**src/rtl/rsl_pkg.sv**
```systemverilog
// ----------------------------------------------------------------------------
// rsl_pkg
// shared types and constants for the sprite line run-length pixel extractor
// ----------------------------------------------------------------------------
package rsl_pkg;

  localparam int unsigned CoordBitsDefault = 16;

  localparam int unsigned PosW   = 16;  // line position
  localparam int unsigned WposW  = 17;  // signed wanted position
  localparam int unsigned CountW = 15;  // wanted count, line width
  localparam int unsigned ByteW  = 8;
  localparam int unsigned CfgIdxW  = 2;
  localparam int unsigned CfgDataW = 16;

  // configuration register indexes
  localparam logic [CfgIdxW-1:0] CfgLineWidth = 2'd0;
  localparam logic [CfgIdxW-1:0] CfgRunMode   = 2'd1;
  localparam logic [CfgIdxW-1:0] CfgOriginX   = 2'd2;

  typedef enum logic {
    CMD_START = 1'b0,
    CMD_DATA  = 1'b1
  } cmd_e;

  typedef enum logic [1:0] {
    PH_SKIP = 2'd0,
    PH_LEN  = 2'd1,
    PH_LIT  = 2'd2,
    PH_FILL = 2'd3
  } phase_e;

  typedef struct packed {
    logic               command;
    logic [ByteW-1:0]   data_byte;
    logic signed [15:0] start_x;
    logic [CountW-1:0]  want_count;
  } in_beat_t;

  typedef struct packed {
    logic              span_valid;
    logic [14:0]       span_x;
    logic [ByteW-1:0]  span_length;
    logic [ByteW-1:0]  pixel_value;
    logic              line_done;
  } out_beat_t;

  typedef struct packed {
    logic [CountW-1:0]  line_width;
    logic               run_type_bit_mode;
    logic signed [15:0] origin_x;
  } cfg_t;

  typedef struct packed {
    phase_e             phase;
    logic [PosW-1:0]    line_pos;
    logic [ByteW-1:0]   run_left;
    logic [WposW-1:0]   want_pos;
    logic [CountW-1:0]  want_left;
    logic               finished;
  } line_state_t;

endpackage

```
**src/rtl/rle_sprite_line_pixel_extract.sv**
```systemverilog
// ----------------------------------------------------------------------------
// rle_sprite_line_pixel_extract
// walks one run-length coded sprite line and emits the spans of a pixel window
// ----------------------------------------------------------------------------
// A start beat (command 0) opens a line and loads the window: first pixel at
// start_x + origin_x and want_count pixels. Each data beat (command 1) is one
// byte of the line: skip byte, length byte, then the run body (literal bytes,
// or a single colour byte for a fill run when run_type_bit_mode is set and
// the length low bit is 1). Each beat that copies pixels or ends the line
// returns one result beat; other beats return nothing. The block takes one
// beat per clock unless stalled: a beat is held in an input register, decoded
// by one step of small adds and compares against the line state, and then
// lands in the result register. The only stall comes from the result register
// while the downstream side holds out_ready_i low. Configuration must be
// written only while the block is idle; the block itself does not enforce this.
module rle_sprite_line_pixel_extract import rsl_pkg::*; #(
  parameter int unsigned COORD_BITS = CoordBitsDefault
) (
  input  logic                clk_i,
  input  logic                rst_ni,
  // configuration write port
  input  logic                cfg_we_i,
  input  logic [CfgIdxW-1:0]  cfg_idx_i,
  input  logic [CfgDataW-1:0] cfg_wdata_i,
  // byte / command input
  input  logic                in_valid_i,
  output logic                in_ready_o,
  input  in_beat_t            in_data_i,
  // span result output
  output logic                out_valid_o,
  input  logic                out_ready_i,
  output out_beat_t           out_data_o
);

  cfg_t        cfg_q;
  logic        in_valid_q;
  in_beat_t    in_q;
  line_state_t st_q, st_d;
  logic        out_valid_q;
  out_beat_t   out_q, res;
  logic        res_valid;
  logic        advance;

  // config registers
  always_ff @(posedge clk_i or negedge rst_ni) begin
    if (!rst_ni) begin
      cfg_q <= '0;
    end else if (cfg_we_i) begin
      unique case (cfg_idx_i)
        CfgLineWidth: cfg_q.line_width        <= cfg_wdata_i[CountW-1:0];
        CfgRunMode:   cfg_q.run_type_bit_mode <= cfg_wdata_i[0];
        CfgOriginX:   cfg_q.origin_x          <= cfg_wdata_i;
        default: ;
      endcase
    end
  end

  // the held beat moves on when the result register is free or draining
  assign advance    = in_valid_q && (!out_valid_q || out_ready_i);
  assign in_ready_o = !in_valid_q || advance;

  // input register
  always_ff @(posedge clk_i or negedge rst_ni) begin
    if (!rst_ni) begin
      in_valid_q <= 1'b0;
    end else if (in_ready_o) begin
      in_valid_q <= in_valid_i;
    end
  end

  always_ff @(posedge clk_i) begin
    if (in_ready_o && in_valid_i) begin
      in_q <= in_data_i;
    end
  end

  // one parse step per beat
  rsl_step #(
    .COORD_BITS (COORD_BITS)
  ) u_step (
    .cfg_i       (cfg_q),
    .st_i        (st_q),
    .beat_i      (in_q),
    .st_o        (st_d),
    .res_o       (res),
    .res_valid_o (res_valid)
  );

  // line state, idle after reset until a start beat
  always_ff @(posedge clk_i or negedge rst_ni) begin
    if (!rst_ni) begin
      st_q.phase     <= PH_SKIP;
      st_q.line_pos  <= '0;
      st_q.run_left  <= '0;
      st_q.want_pos  <= '0;
      st_q.want_left <= '0;
      st_q.finished  <= 1'b1;
    end else if (advance) begin
      st_q <= st_d;
    end
  end

  // result register
  always_ff @(posedge clk_i or negedge rst_ni) begin
    if (!rst_ni) begin
      out_valid_q <= 1'b0;
    end else if (advance) begin
      out_valid_q <= res_valid;
    end else if (out_ready_i) begin
      out_valid_q <= 1'b0;
    end
  end

  always_ff @(posedge clk_i) begin
    if (advance && res_valid) begin
      out_q <= res;
    end
  end

  assign out_valid_o = out_valid_q;
  assign out_data_o  = out_q;

  // a copied span always carries at least one pixel
  assert property (@(posedge clk_i) disable iff (!rst_ni)
    out_valid_o && out_data_o.span_valid |-> out_data_o.span_length != '0)
    else $error("span with zero length");

  // a live line always has pixels still wanted
  assert property (@(posedge clk_i) disable iff (!rst_ni)
    !st_q.finished |-> st_q.want_left != '0)
    else $error("line active with no pixels wanted");

  // a held beat with a blocked result register must stall the input
  assert property (@(posedge clk_i) disable iff (!rst_ni)
    in_valid_q && out_valid_q && !out_ready_i |=> $stable(st_q))
    else $error("line state moved while stalled");

endmodule

```
**src/rtl/rsl_step.sv**
```systemverilog
// ----------------------------------------------------------------------------
// rsl_step
// next line state and result for one command or data byte
// ----------------------------------------------------------------------------
module rsl_step import rsl_pkg::*; #(
  parameter int unsigned COORD_BITS = CoordBitsDefault
) (
  input  cfg_t        cfg_i,
  input  line_state_t st_i,
  input  in_beat_t    beat_i,
  output line_state_t st_o,
  output out_beat_t   res_o,
  output logic        res_valid_o
);

  localparam int unsigned ExtW = WposW - COORD_BITS;

  logic [WposW-1:0]  start_ext;
  logic [WposW-1:0]  origin_ext;
  logic [ByteW-1:0]  b;
  logic [PosW:0]     skip_sum;
  logic [ByteW-1:0]  len;
  logic              lit_hit;
  logic [PosW:0]     fill_hi;
  logic              fill_hit;
  logic [PosW:0]     fill_avail;
  logic [ByteW-1:0]  avail8;
  logic [ByteW-1:0]  num;
  logic [CountW-1:0] left_nxt;
  logic              run_end;
  logic              done;

  assign start_ext  = {{ExtW{beat_i.start_x[COORD_BITS-1]}},
                       beat_i.start_x[COORD_BITS-1:0]};
  assign origin_ext = {{ExtW{cfg_i.origin_x[COORD_BITS-1]}},
                       cfg_i.origin_x[COORD_BITS-1:0]};
  assign b          = beat_i.data_byte;
  assign skip_sum   = {1'b0, st_i.line_pos} + {{(PosW+1-ByteW){1'b0}}, b};
  assign len        = cfg_i.run_type_bit_mode ? {1'b0, b[ByteW-1:1]} : b;

  // literal: wanted pixel sits exactly here
  assign lit_hit = (st_i.want_left != '0) && (st_i.want_pos == {1'b0, st_i.line_pos});

  // fill: wanted pixel inside [line_pos, line_pos + run_left)
  assign fill_hi    = {1'b0, st_i.line_pos} + {{(PosW+1-ByteW){1'b0}}, st_i.run_left};
  assign fill_hit   = (st_i.want_left != '0) && !st_i.want_pos[WposW-1]
                    && (st_i.want_pos[PosW-1:0] >= st_i.line_pos)
                    && ({1'b0, st_i.want_pos[PosW-1:0]} < fill_hi);
  assign fill_avail = fill_hi - {1'b0, st_i.want_pos[PosW-1:0]};
  assign avail8     = fill_avail[ByteW-1:0];
  assign num        = ({{(CountW-ByteW){1'b0}}, avail8} < st_i.want_left)
                    ? avail8 : st_i.want_left[ByteW-1:0];

  always_comb begin
    st_o        = st_i;
    res_o       = '0;
    run_end     = 1'b0;
    done        = 1'b0;
    left_nxt    = st_i.want_left;
    if (beat_i.command == CMD_START) begin
      st_o.phase     = PH_SKIP;
      st_o.line_pos  = '0;
      st_o.run_left  = '0;
      st_o.want_left = beat_i.want_count;
      st_o.want_pos  = start_ext + origin_ext;
      st_o.finished  = (beat_i.want_count == '0);
      done           = (beat_i.want_count == '0);
    end else if (!st_i.finished) begin
      unique case (st_i.phase)
        PH_SKIP: begin
          st_o.line_pos = skip_sum[PosW-1:0];
          if (skip_sum >= {2'b0, cfg_i.line_width}) begin
            st_o.finished = 1'b1;
            done          = 1'b1;
          end else begin
            st_o.phase = PH_LEN;
          end
        end
        PH_LEN: begin
          st_o.run_left = len;
          if (cfg_i.run_type_bit_mode && b[0]) begin
            st_o.phase = PH_FILL;
          end else if (len == '0) begin
            run_end = 1'b1;
          end else begin
            st_o.phase = PH_LIT;
          end
        end
        PH_LIT: begin
          if (lit_hit) begin
            res_o.span_valid  = 1'b1;
            res_o.span_x      = st_i.line_pos[14:0];
            res_o.span_length = ByteW'(1);
            res_o.pixel_value = b;
            st_o.want_pos     = st_i.want_pos + WposW'(1);
            left_nxt          = st_i.want_left - CountW'(1);
          end
          st_o.line_pos  = st_i.line_pos + PosW'(1);
          st_o.run_left  = st_i.run_left - ByteW'(1);
          st_o.want_left = left_nxt;
          if (left_nxt == '0) begin
            st_o.finished = 1'b1;
            done          = 1'b1;
          end else if (st_i.run_left == ByteW'(1)) begin
            run_end = 1'b1;
          end
        end
        PH_FILL: begin
          if (fill_hit) begin
            res_o.span_valid  = 1'b1;
            res_o.span_x      = st_i.want_pos[14:0];
            res_o.span_length = num;
            res_o.pixel_value = b;
            st_o.want_pos     = st_i.want_pos + {{(WposW-ByteW){1'b0}}, num};
            left_nxt          = st_i.want_left - {{(CountW-ByteW){1'b0}}, num};
          end
          st_o.line_pos  = fill_hi[PosW-1:0];
          st_o.run_left  = '0;
          st_o.want_left = left_nxt;
          if (left_nxt == '0) begin
            st_o.finished = 1'b1;
            done          = 1'b1;
          end else begin
            run_end = 1'b1;
          end
        end
        default: ;
      endcase
      if (run_end) begin
        st_o.phase = PH_SKIP;
        if (st_o.line_pos >= {1'b0, cfg_i.line_width}) begin
          st_o.finished = 1'b1;
          done          = 1'b1;
        end
      end
    end
    res_o.line_done = done;
    res_valid_o     = done | res_o.span_valid;
  end

endmodule
```
**config.mk**
```make
export PLATFORM = sky130hd
export DESIGN_NAME = rle_sprite_line_pixel_extract
export DESIGN_NICKNAME = d
export VERILOG_FILES = /design/src/rtl/rsl_pkg.sv /design/src/rtl/rle_sprite_line_pixel_extract.sv /design/src/rtl/rsl_step.sv
export SDC_FILE = /design/constraint.sdc
export NUM_CORES = 1
export LEC_CHECK = 0
export ABC_AREA = 1
export BUFFER_PORTS_ARGS = -buffer_cell sky130_fd_sc_hd__buf_2
export CORE_UTILIZATION = 60
export CTS_CLUSTER_DIAMETER = 40
export DETAILED_ROUTE_END_ITERATION = 6
export GPL_ROUTABILITY_DRIVEN = 0
export PLACE_DENSITY = 0.79
export SYNTH_ARGS = -nofsm -noshare
export SYNTH_HDL_FRONTEND = slang
export SYNTH_HIERARCHICAL = 1
export SYNTH_SLANG_ARGS = --single-unit
```
**constraint.sdc**
```tcl
create_clock -name clk_i -period 8.7 [get_ports clk_i]
set_clock_uncertainty 0.2 [all_clocks]
set_input_delay 1.74 -clock clk_i [delete_from_list [all_inputs] [get_ports clk_i]]
set_output_delay 1.74 -clock clk_i [all_outputs]
set_load 0.01 [all_outputs]
```
### After elaboration in Yosys (flattened, before gate mapping)

Index checks and enable logic that the tools add are counted.

* register bits: 166

* add/subtract/negate cells: 10
* bitwise logic cells: 2
* $lt $le $gt $ge: 5
* muxes and demuxes: 47
* reductions and logical operators: 30
* eq/ne operators: 15

Operators with widths (count)
* 32-bit two-way mux: 4
* 32-bit case mux with 2 select lines: 2
* 15-bit two-way mux: 8
* 59-bit two-way mux: 2
* 16-bit case mux with 3 select lines: 1
* 15-bit zero test: 3
* 16-bit by 8-bit adder with 17-bit output: 2
* 17-bit two-way mux: 2
* 16-bit two-way mux: 2
* 8-bit case mux with 3 select lines: 1
* 16-bit by 16-bit adder with 17-bit output: 1
* 17-bit by 1-bit adder with 17-bit output (second input constant): 1
* 17-bit by 8-bit adder with 17-bit output: 1
* 17-bit by 16-bit equality test with 1-bit output: 1
* 17-bit by 15-bit >= comparator with 1-bit output: 1
* 16-bit by 17-bit less-than comparator with 1-bit output: 1
* 16-bit by 1-bit adder with 16-bit output (second input constant): 1
* 16-bit by 15-bit >= comparator with 1-bit output: 1
* 16-bit >= comparator: 1
* 1-bit two-way mux: 16
* 8-bit two-way mux: 2
* 8-bit by 15-bit less-than comparator with 1-bit output: 1
* 15-bit nonzero test: 1
* 15-bit by 1-bit subtractor with 15-bit output (second input constant): 1
* 27 further kinds: 52

### Depth between registers and ports, before layout

Gate-level depths: netlist of run 1.

* word-level depth: 19
* gate-level depth with buffers: 49
* mapped depth without buffers: 49

### By module

Netlist of run 1, hierarchy kept.

By module, submodules not included
* rsl_step: seq. area each 0.0 um2, times used 1, cells an instance 1619, area each 8837.2 um2
* rle_sprite_line_pixel_extract: seq. area each 4520.6 um2, times used 1, cells an instance 485, area each 5929.4 um2

### Worst setup path before layout of run 1

Ideal clock, no wire load.

* path kind: reg2reg
* start point: register st_q[41] (netlist name)
* end point: register out_q, in the netlist out_data_o[0], enable pin
* slack: 1373 ps
* library setup time: 423 ps
* data required time: 8077 ps
* path buffers: 0
* period minus slack after synthesis: 7327 ps
* cell stages (with the launch flop): 42
* arrival: 6703 ps
* cells stage by stage: dfrtp_1 > ha_1 > inv_1 > fa_1 > xnor2_1 > ha_1 > nand2_1 > o21ai_0 > a21oi_1 > o21bai_1 > a21oi_1 > nor2_1 > nor2_1 > xnor2_1 > ha_1 > nand3_1 > nor2_1 > nand2_1 > (+6 left out) > nand3_1 > nand3_1 > nand2_1 > nand2_1 > nand2_1 > nand4_1 > nand2_1 > nor2_1 > nand2_1 > nor2_1 > nand3_1 > nand2_1 > nor2_1 > nand2_1 > nand2_1 > nand3_1 > inv_1 > nor2_1

* longest elaborated chain between the ends: 19
* elaborated cells on any way between the ends: 48

RTL lines
* start: declaration: RTL line rle_sprite_line_pixel_extract.sv:38 `line_state_t st_q, st_d;`
* start signal: assignment: RTL line rle_sprite_line_pixel_extract.sv:99 `st_q <= st_d;`
* 16-bit by 8-bit adder with 17-bit output: RTL line rsl_step.sv:45 `assign fill_hi = {1'b0, st_i.line_pos} + {{(PosW+1-ByteW){1'b0}}, st_i.run_left};`
* 8-bit subtractor: RTL line rsl_step.sv:49 `assign fill_avail = fill_hi - {1'b0, st_i.want_pos[PosW-1:0]};`
* 8-bit by 15-bit less-than comparator with 1-bit output: RTL line rsl_step.sv:51 `assign num = ({{(CountW-ByteW){1'b0}}, avail8} < st_i.want_left)`
* 8-bit two-way mux: RTL line rsl_step.sv:52 `? avail8 : st_i.want_left[ByteW-1:0];`
* 15-bit by 8-bit subtractor with 15-bit output: RTL line rsl_step.sv:115 `left_nxt = st_i.want_left - {{(CountW-ByteW){1'b0}}, num};`
* 15-bit two-way mux: RTL line rsl_step.sv:109 `if (fill_hit) begin`
* 15-bit two-way mux: RTL line rsl_step.sv:69 `unique case (st_i.phase)`
* 15-bit two-way mux: RTL line rsl_step.sv:68 `end else if (!st_i.finished) begin`
* (+4 left out)
* 1-bit two-way mux: RTL line rsl_step.sv:68
* 1-bit two-way mux: RTL line rsl_step.sv:60 `if (beat_i.command == CMD_START) begin`
* 1-bit two-way mux: RTL line rsl_step.sv:129 `if (run_end) begin`
* 1-bit two-way mux: RTL line rsl_step.sv:68
* 1-bit two-way mux: RTL line rsl_step.sv:60
* 1-bit OR (*): RTL line rsl_step.sv:138 `res_valid_o = done | res_o.span_valid;`
* net res_valid: RTL line rle_sprite_line_pixel_extract.sv:41 `logic res_valid;`
* 1-bit logical AND (*): RTL line rle_sprite_line_pixel_extract.sv:115 `if (advance && res_valid) begin`
* end signal: assignment: RTL line rle_sprite_line_pixel_extract.sv:116 `out_q <= res;`
* end: declaration: RTL line rle_sprite_line_pixel_extract.sv:40 `out_beat_t out_q, res;`

The timed path passes the listed nets; every way through them passes the cells marked *. The select of a mux whose other input is x is not followed.
A chain may end at the register's enable or synchronous reset.

### Final worst setup path of run 1

* start point: register st_q[41] (netlist name)
* end point: register out_q, in the netlist out_data_o[14], enable pin

Same word-level chain as after synthesis.

==> metrics.json, run 1 <==
{
  "status": {"value": "finished, final reports clean"},
  "num_vias": {"value": 15500},
  "synth_common_cells": {"value": "588 x nand2_1, 231 x inv_1, 176 x nor2_1, 149 x nand3_1, 129 x ha_1"},
  "dp_worst_setup_slack": {"value": 1160, "unit": "ps"},
  "number_of_post_cts_setup_repair_buffers": {"value": 0},
  "place.detailed.hpwl": {"value": 34.0, "unit": "mm"},
  "count_of_cells_along_the_worst_hold_path": {"value": 2},
  "final-seq-area": {"value": 4520, "unit": "sq um"},
  "final_net_count": {"value": 2345},
  "number_of_instances_in_the_synthesized_netlist": {"value": 2104},
  "adder_cell_share_of_the_synthesized_area": {"value": 11.7, "unit": "%"},
  "synth_xor_xnor_area_share": {"value": 3.44, "unit": "%"},
  "std_cell_core_area": {"value": 24200, "unit": "sq um"},
  "dr.pass1.iters": {"value": 7},
  "synthesis.yosys.warnings": {"value": 6},
  "cts.sink_count": {"value": 166},
  "cell_variety_after_synth": {"value": 58},
  "async_reset_ff_share": {"value": 56.0, "unit": "%"},
  "synth_compound_gate_area_share": {"value": 15.7, "unit": "%"},
  "synth_most_common_cell": {"value": "nand2_1"},
  "globalRouteOverflowTotal": {"value": 0},
  "finalWirelength": {"value": 47.5, "unit": "mm"},
  "finalWorstPathRequiredPeriod": {"value": 7810, "unit": "ps"},
  "post_layout_nonfiller_instances": {"value": 2484},
  "wire_length_of_the_first_global_routing_pass": {"value": 74.5, "unit": "mm"},
  "floorplan.die_area": {"value": 25200, "unit": "sq um"},
  "grt_antenna_before_repair": {"value": 1},
  "timing.critical_path.slowest_stage_cell": {"value": "dfrtp_1"},
  "post_drt_wl_per_cell": {"value": 19.1, "unit": "microns"},
  "floorplan.initialDensity": {"value": 60.9, "unit": "%"},
  "timing.final.hold_violations": {"value": 0},
  "multiInputGateArea": {"value": 8920, "unit": "sq um"},
  "post_synthesis_instance_area": {"value": 14800, "unit": "sq um"},
  "track_usage": {"value": 37.5, "unit": "%"},
  "hold_ws": {"value": 274, "unit": "ps"},
  "ios": {"value": 98},
  "timing.hold.worst.class": {"value": "reg -> reg"},
  "synth_edf_count": {"value": 73},
  "final.setup.tns": {"value": 0, "unit": "ps"},
  "path_clk_slew": {"value": 70, "unit": "ps"},
  "tritoncts": {"value": "built"},
  "ys_top_cells_by_area": {"value": "dfrtp_1 16%, nand2_1 15%, edfxtp_1 15%, ha_1 11%, inv_1 5.9%"},
  "filler_cell_count": {"value": 2105},
  "drt.antenna.violating_nets": {"value": 0},
  "yosys-mux-area-fraction": {"value": 0, "unit": "%"},
  "clockRootBuffer": {"value": "clkbuf_16"},
  "synth-main-ff-cell": {"value": "dfrtp_1"},
  "synthSimpleGateAreaFrac": {"value": 29.5, "unit": "%"},
  "achievable-frequency": {"value": 128, "unit": "MHz"},
  "max_cap_violations": {"value": 0},
  "port_buf_inserts": {"value": 97},
  "cts_buffers": {"value": 17},
  "grt_max_degree": {"value": 63},
  "first_global_vias": {"value": 14300},
  "dpl.cell_count": {"value": 2452},
  "cp_max_fo": {"value": 18},
  "crit_required": {"value": 8630, "unit": "ps"},
  "seq_area_frac_synth": {"value": 30.6, "unit": "%"},
  "cts.path.max_buffers": {"value": 2},
  "placementRows": {"value": 57},
  "timing.final.ws_setup": {"value": 885, "unit": "ps"},
  "max_stage_delay": {"value": 540, "unit": "ps"},
  "synth_top_area_cell": {"value": "dfrtp_1"},
  "dominant_combinational_cell_family_by_area_after_synthesis": {"value": "simple AND/OR/NAND/NOR gates"},
  "cts.repair.resized": {"value": 0},
  "ys_ff_latch": {"value": 166},
  "routed_via_density": {"value": 6.24},
  "diodes": {"value": 0},
  "floorplan.die.height": {"value": 159, "unit": "microns"},
  "ctsHtreeMaxLevel": {"value": 4},
  "worst_setup_ep_type": {"value": "flop"},
  "flow.area_growth_from_synthesis": {"value": 8.10, "unit": "%"},
  "area_share_of_the_leading_cell_type_in_the_synthesized_netlist": {"value": 15.6, "unit": "%"},
  "maxSlewHeadroom": {"value": 13.3, "unit": "%"},
  "worstSetupPathType": {"value": "reg -> reg"},
  "critPathMostFrequentCell": {"value": "nand2_1"},
  "maxSlewViolCount": {"value": 0},
  "synth.net_count": {"value": 2302},
  "rsz0062_at_grt": {"value": "false"},
  "min_period_over_period": {"value": 89.8, "unit": "%"},
  "post_cts_hold_buffer_count": {"value": 0},
  "detailed_route_drc_error_count": {"value": 0},
  "dr.first_iter.drc_count": {"value": 1882},
  "post_synth.cell_area_avg": {"value": 7.02, "unit": "sq um"},
  "r2r_cells": {"value": 42},
  "dieWidth": {"value": 159, "unit": "microns"},
  "clk-insertion-delay-late": {"value": 450, "unit": "ps"},
  "finalSetupViolations": {"value": 0},
  "worst-slew-pin-transition": {"value": 1300, "unit": "ps"},
  "worstSetupStartpointType": {"value": "flop"},
  "crit_arrival": {"value": 7740, "unit": "ps"},
  "layout-drive-gt1-share": {"value": 8.56, "unit": "%"}
}
-- registers in the layout (all words and copies together) (netlist names) --
signal and flops:
st_q 59, in_q 40, out_data_o 33, cfg_q 32, in_valid_q 1, out_valid_o 1
-- kinds of logic (layout without fill, tap and decap cells) --
| kind of cell | Yosys count | after routing |
|---|---|---|
| xor+xnor | 58 | 58 |
| fa+ha+maj | 135 | 135 |
| flops | 166 | 166 |
| compound gates | 386 | 386 |
| simple gates | 1028 | 1028 |
| buf+inv | 331 | 387 |
-- worst max-delay path: cells and delay by family, from the launching register on --
family                   cells  cell delay [ps]
flip-flops                   1              540
adder cells (fa/ha/maj)      6             2030
AO/OA/AOI/OAI                5             1170
AND/OR/NAND/NOR             25             2560
buffers and inverters        4              630
XOR/XNOR                     2              380
-- cells in the final DEF (no fill, tap or decap), types with 51 or more instances in the layout --
cell / instances
edfxtp_1: 73
o21ai_0: 120
dfrtp_1: 91
buf_2: 96
inv_1: 230
nand2_1: 586
nor2_1: 174
nand3_1: 149
a21oi_1: 123
ha_1: 129
xor2_1: 51
-- metal layers --
layer | vias to the layer above | part of all wire, % | global-route usage (%)
met3 | 244 | 11 | 6.77
met1 | 7028 | 39 | 48.4
li1 | 7166 | - | -
met4 | 2 | 5.6 | 20.6
met2 | 1061 | 45 | 59.6
met5 | - | 0.027 | 0
-- through the flow --
step,instance area (sq um),util (%)
floorplan,14800,-
global placement,15400,63.4
detailed placement,15400,63.4
CTS,16000,65.8
global route,16000,65.8
finish,16000,65.8
-- layout make-up --
class | count | area share, %
Clock inverter | 14 | 0.956
Sequential cell | 166 | 28.3
Tap cell | 324 | 2.54
Multi-Input combinational cell | 1607 | 55.9
Clock buffer | 18 | 2.75
Timing Repair Buffer | 114 | 3.86
Inverter | 241 | 5.67
-- path summary, 6_finish.rpt --
kind | start | slack [ps] | to
max | st_q[41] | 890 | out_data_o[14]
min | cfg_q[23] | 270 | cfg_q[23]
max reg2reg | st_q[41] | 890 | out_data_o[14]
min reg2reg | cfg_q[23] | 270 | cfg_q[23]
max in group asynchronous | rst_ni | 6080 | cfg_q[26]
min in group asynchronous | rst_ni | 1070 | st_q[7]
Power of run 1 is left out: the tool's default activity adds up to more than one toggle a clock period on the data nets, which glitch-free logic cannot reach.
==> run 2: changes to the inputs <==
--- a/config.mk
+++ b/config.mk
@@ -7,6 +7,7 @@
 export LEC_CHECK = 0
 export ABC_AREA = 1
 export BUFFER_PORTS_ARGS = -buffer_cell sky130_fd_sc_hd__buf_2
+export CORE_MARGIN = 2
 export CORE_UTILIZATION = 60
 export CTS_CLUSTER_DIAMETER = 40
 export DETAILED_ROUTE_END_ITERATION = 6
==> run 2 against run 1 <==
Clock-buffer cell count decreased by 1. Non-clock buffer count decreased by 1. Fmax down 3.8%. Die area is 2.5% higher. Setup slack got worse by 310 ps. Sequential share of layout area about the same. Final cell count hardly changed.
==> metrics.json, run 2 (synthesized netlist as in run 1, its figures left out) <==
{
  "status": {"value": "finished, final reports clean", "change": "unchanged"},
  "crit_arrival": {"value": 8050, "unit": "ps", "change": "was 7740 ps"},
  "routed_via_density": {"value": 6.22, "change": "was 6.24"},
  "commonest_cells_after_routing_fill_and_taps_aside": {"value": "586 x nand2_1, 230 x inv_1, 174 x nor2_1", "change": "unchanged"},
  "post_cts_hold_buffer_count": {"value": 0, "change": "unchanged"},
  "fin_util": {"value": 65.8, "unit": "%", "change": "about the same"},
  "largest-register": {"value": "st_q", "change": "unchanged"},
  "crit_required": {"value": 8620, "unit": "ps", "change": "was 8630 ps"},
  "rsz0062_at_grt": {"value": "false", "change": "unchanged"},
  "final_net_count": {"value": 2344, "change": "was 2345"},
  "grt_antenna_before_repair": {"value": 0, "change": "was 1"},
  "flow.area_growth_from_synthesis": {"value": 7.97, "unit": "%", "change": "was 8.10%"},
  "cts.sink_count": {"value": 166, "change": "unchanged"},
  "worstSetupStartpointType": {"value": "flop", "change": "unchanged"},
  "path_clk_slew": {"value": 80, "unit": "ps", "change": "was 70 ps"},
  "placementRows": {"value": 57, "change": "unchanged"},
  "achievable-frequency": {"value": 123, "unit": "MHz", "change": "was 128 MHz"},
  "min_period_over_period": {"value": 93.4, "unit": "%", "change": "was 89.8%"},
  "critical_path.reg2reg.startpoint": {"value": "st_q[41]", "change": "unchanged"},
  "layout-drive-gt1-share": {"value": 8.57, "unit": "%", "change": "was 8.56%"},
  "worst_hold_startpoint": {"value": "cfg_q[28]", "change": "was cfg_q[23]"},
  "tritoncts": {"value": "built", "change": "unchanged"},
  "dieWidth": {"value": 161, "unit": "microns", "change": "was 159 microns"},
  "floorplan.initialDensity": {"value": 60.9, "unit": "%", "change": "unchanged"},
  "max_stage_delay": {"value": 620, "unit": "ps", "change": "was 540 ps"},
  "track_usage": {"value": 36.9, "unit": "%", "change": "was 37.5%"},
  "critPathMostFrequentCell": {"value": "nand2_1", "change": "unchanged"},
  "std_cell_core_area": {"value": 24200, "unit": "sq um", "change": "unchanged"},
  "cp_max_fo": {"value": 19, "change": "was 18"},
  "post_layout_nonfiller_instances": {"value": 2483, "change": "was 2484"},
  "timing.final.hold_violations": {"value": 0, "change": "unchanged"},
  "cts.path.max_buffers": {"value": 2, "change": "unchanged"},
  "maxSlewViolCount": {"value": 0, "change": "unchanged"},
  "diodes": {"value": 0, "change": "unchanged"},
  "dr.first_iter.drc_count": {"value": 1947, "change": "was 1882"},
  "dpl.cell_count": {"value": 2451, "change": "was 2452"},
  "layout.cells.most_common": {"value": "nand2_1", "change": "unchanged"},
  "port_buf_inserts": {"value": 97, "change": "unchanged"},
  "timing.final.ws_setup": {"value": 574, "unit": "ps", "change": "was 885 ps"},
  "max_cap_violations": {"value": 0, "change": "unchanged"},
  "worst-slew-pin-transition": {"value": 1280, "unit": "ps", "change": "was 1300 ps"},
  "count_of_cells_along_the_worst_hold_path": {"value": 2, "change": "unchanged"},
  "worstSetupPathType": {"value": "reg -> reg", "change": "unchanged"},
  "detailed_route_drc_error_count": {"value": 0, "change": "unchanged"},
  "number_of_post_cts_setup_repair_buffers": {"value": 0, "change": "unchanged"},
  "globalRouteOverflowTotal": {"value": 0, "change": "unchanged"},
  "drt.antenna.violating_nets": {"value": 0, "change": "unchanged"},
  "dp_worst_setup_slack": {"value": 1060, "unit": "ps", "change": "was 1160 ps"},
  "filler_cell_count": {"value": 2136, "change": "was 2105"},
  "r2r_end": {"value": "out_data_o[15]", "change": "was out_data_o[14]"},
  "place.detailed.hpwl": {"value": 34.2, "unit": "mm", "change": "was 34.0 mm"},
  "r2r_cells": {"value": 42, "change": "unchanged"},
  "timing.hold.worst.class": {"value": "reg -> reg", "change": "unchanged"},
  "ff2ff_setup_slack": {"value": 570, "unit": "ps", "change": "was 890 ps"},
  "timing.critical_path.slowest_stage_cell": {"value": "xor2_1", "change": "was dfrtp_1"},
  "finalWorstPathRequiredPeriod": {"value": 8130, "unit": "ps", "change": "was 7810 ps"},
  "maxSlewHeadroom": {"value": 14.2, "unit": "%", "change": "was 13.3%"},
  "clockRootBuffer": {"value": "clkbuf_16", "change": "unchanged"},
  "clk-insertion-delay-late": {"value": 450, "unit": "ps", "change": "about the same"},
  "grt_max_degree": {"value": 63, "change": "unchanged"},
  "worst_setup_ep_type": {"value": "flop", "change": "unchanged"},
  "finalWirelength": {"value": 47.9, "unit": "mm", "change": "was 47.5 mm"},
  "finalSetupViolations": {"value": 0, "change": "unchanged"},
  "cts_buffers": {"value": 17, "change": "unchanged"},
  "dr.pass1.iters": {"value": 7, "change": "unchanged"},
  "first_global_vias": {"value": 14700, "change": "was 14300"},
  "wire_length_of_the_first_global_routing_pass": {"value": 75.4, "unit": "mm", "change": "was 74.5 mm"},
  "ios": {"value": 98, "change": "unchanged"},
  "ctsHtreeMaxLevel": {"value": 4, "change": "unchanged"},
  "post_drt_wl_per_cell": {"value": 19.3, "unit": "microns", "change": "was 19.1 microns"},
  "largest_register_ff_count": {"value": 59, "change": "unchanged"},
  "num_vias": {"value": 15400, "change": "was 15500"},
  "final.setup.tns": {"value": 0, "unit": "ps", "change": "unchanged"},
  "floorplan.die.height": {"value": 161, "unit": "microns", "change": "was 159 microns"},
  "whs_endpoint": {"value": "cfg_q[28]", "change": "was cfg_q[23]"},
  "cts.repair.resized": {"value": 0, "change": "unchanged"},
  "floorplan.die_area": {"value": 25900, "unit": "sq um", "change": "was 25200 sq um"}
}
## run 2: cell count changes in the layout (fill, tap and decap cells not counted)
cell	delta
buf_4	-1
clkbuf_8	-1
clkinv_1	-1
clkinv_2	+1
clkinv_4	-1
inv_2	+1
inv_4	+1
## run 2: stage by stage
stage,instance area (sq um),hold WS [ps]
floorplan,14800,237
global placement,15400,256
detailed placement,15400,264
CTS,15900,282
global route,15900,306
finish,15900,281
## run 2: metal layers
layer / vias to the layer above / share of wire (%) / track usage [%]
met1: 7028 / 39 / 47.2
met4: 0 / 5.4 / 20.0
li1: 7153 / - / -
met5: - / 0 / 1.33
met3: 240 / 11 / 7.70
met2: 1015 / 44 / 58.8
## run 2: how the worst max path moves through the flow
stage,start,depth (start not counted),endpoint
after floorplan,st_q[41],41,out_data_o[0]
after global placement,st_q[41],42,out_data_o[16]
after detailed placement,st_q[41],42,out_data_o[16]
after CTS,st_q[41],42,out_data_o[15]
after global routing,st_q[41],42,out_data_o[15]
final,st_q[41],42,out_data_o[15]
## run 2: cell type report
| cell class | instances | area (sq um) | share of cell area, % |
|---|---|---|---|
| clock buffer | 17 | 425 | 2.67 |
| clock inverter | 15 | 155 | 0.973 |
| inverter | 241 | 905 | 5.67 |
| multi-input combinational | 1607 | 8920 | 56.0 |
| sequential | 166 | 4520 | 28.4 |
| tap | 324 | 405 | 2.54 |
| timing repair buffer | 113 | 608 | 3.81 |
## run 2: critical path, delay by kind of cell, from the launching register on
kind                     cells  cell delay (ps)
AND/OR/NAND/NOR             24             2500
adder cells (fa/ha/maj)      5             1680
AO/OA/AOI/OAI                5             1080
XOR/XNOR                     3              930
buffers and inverters        5              820
flip-flops                   1              550
Power of run 2 is left out for the same reason.
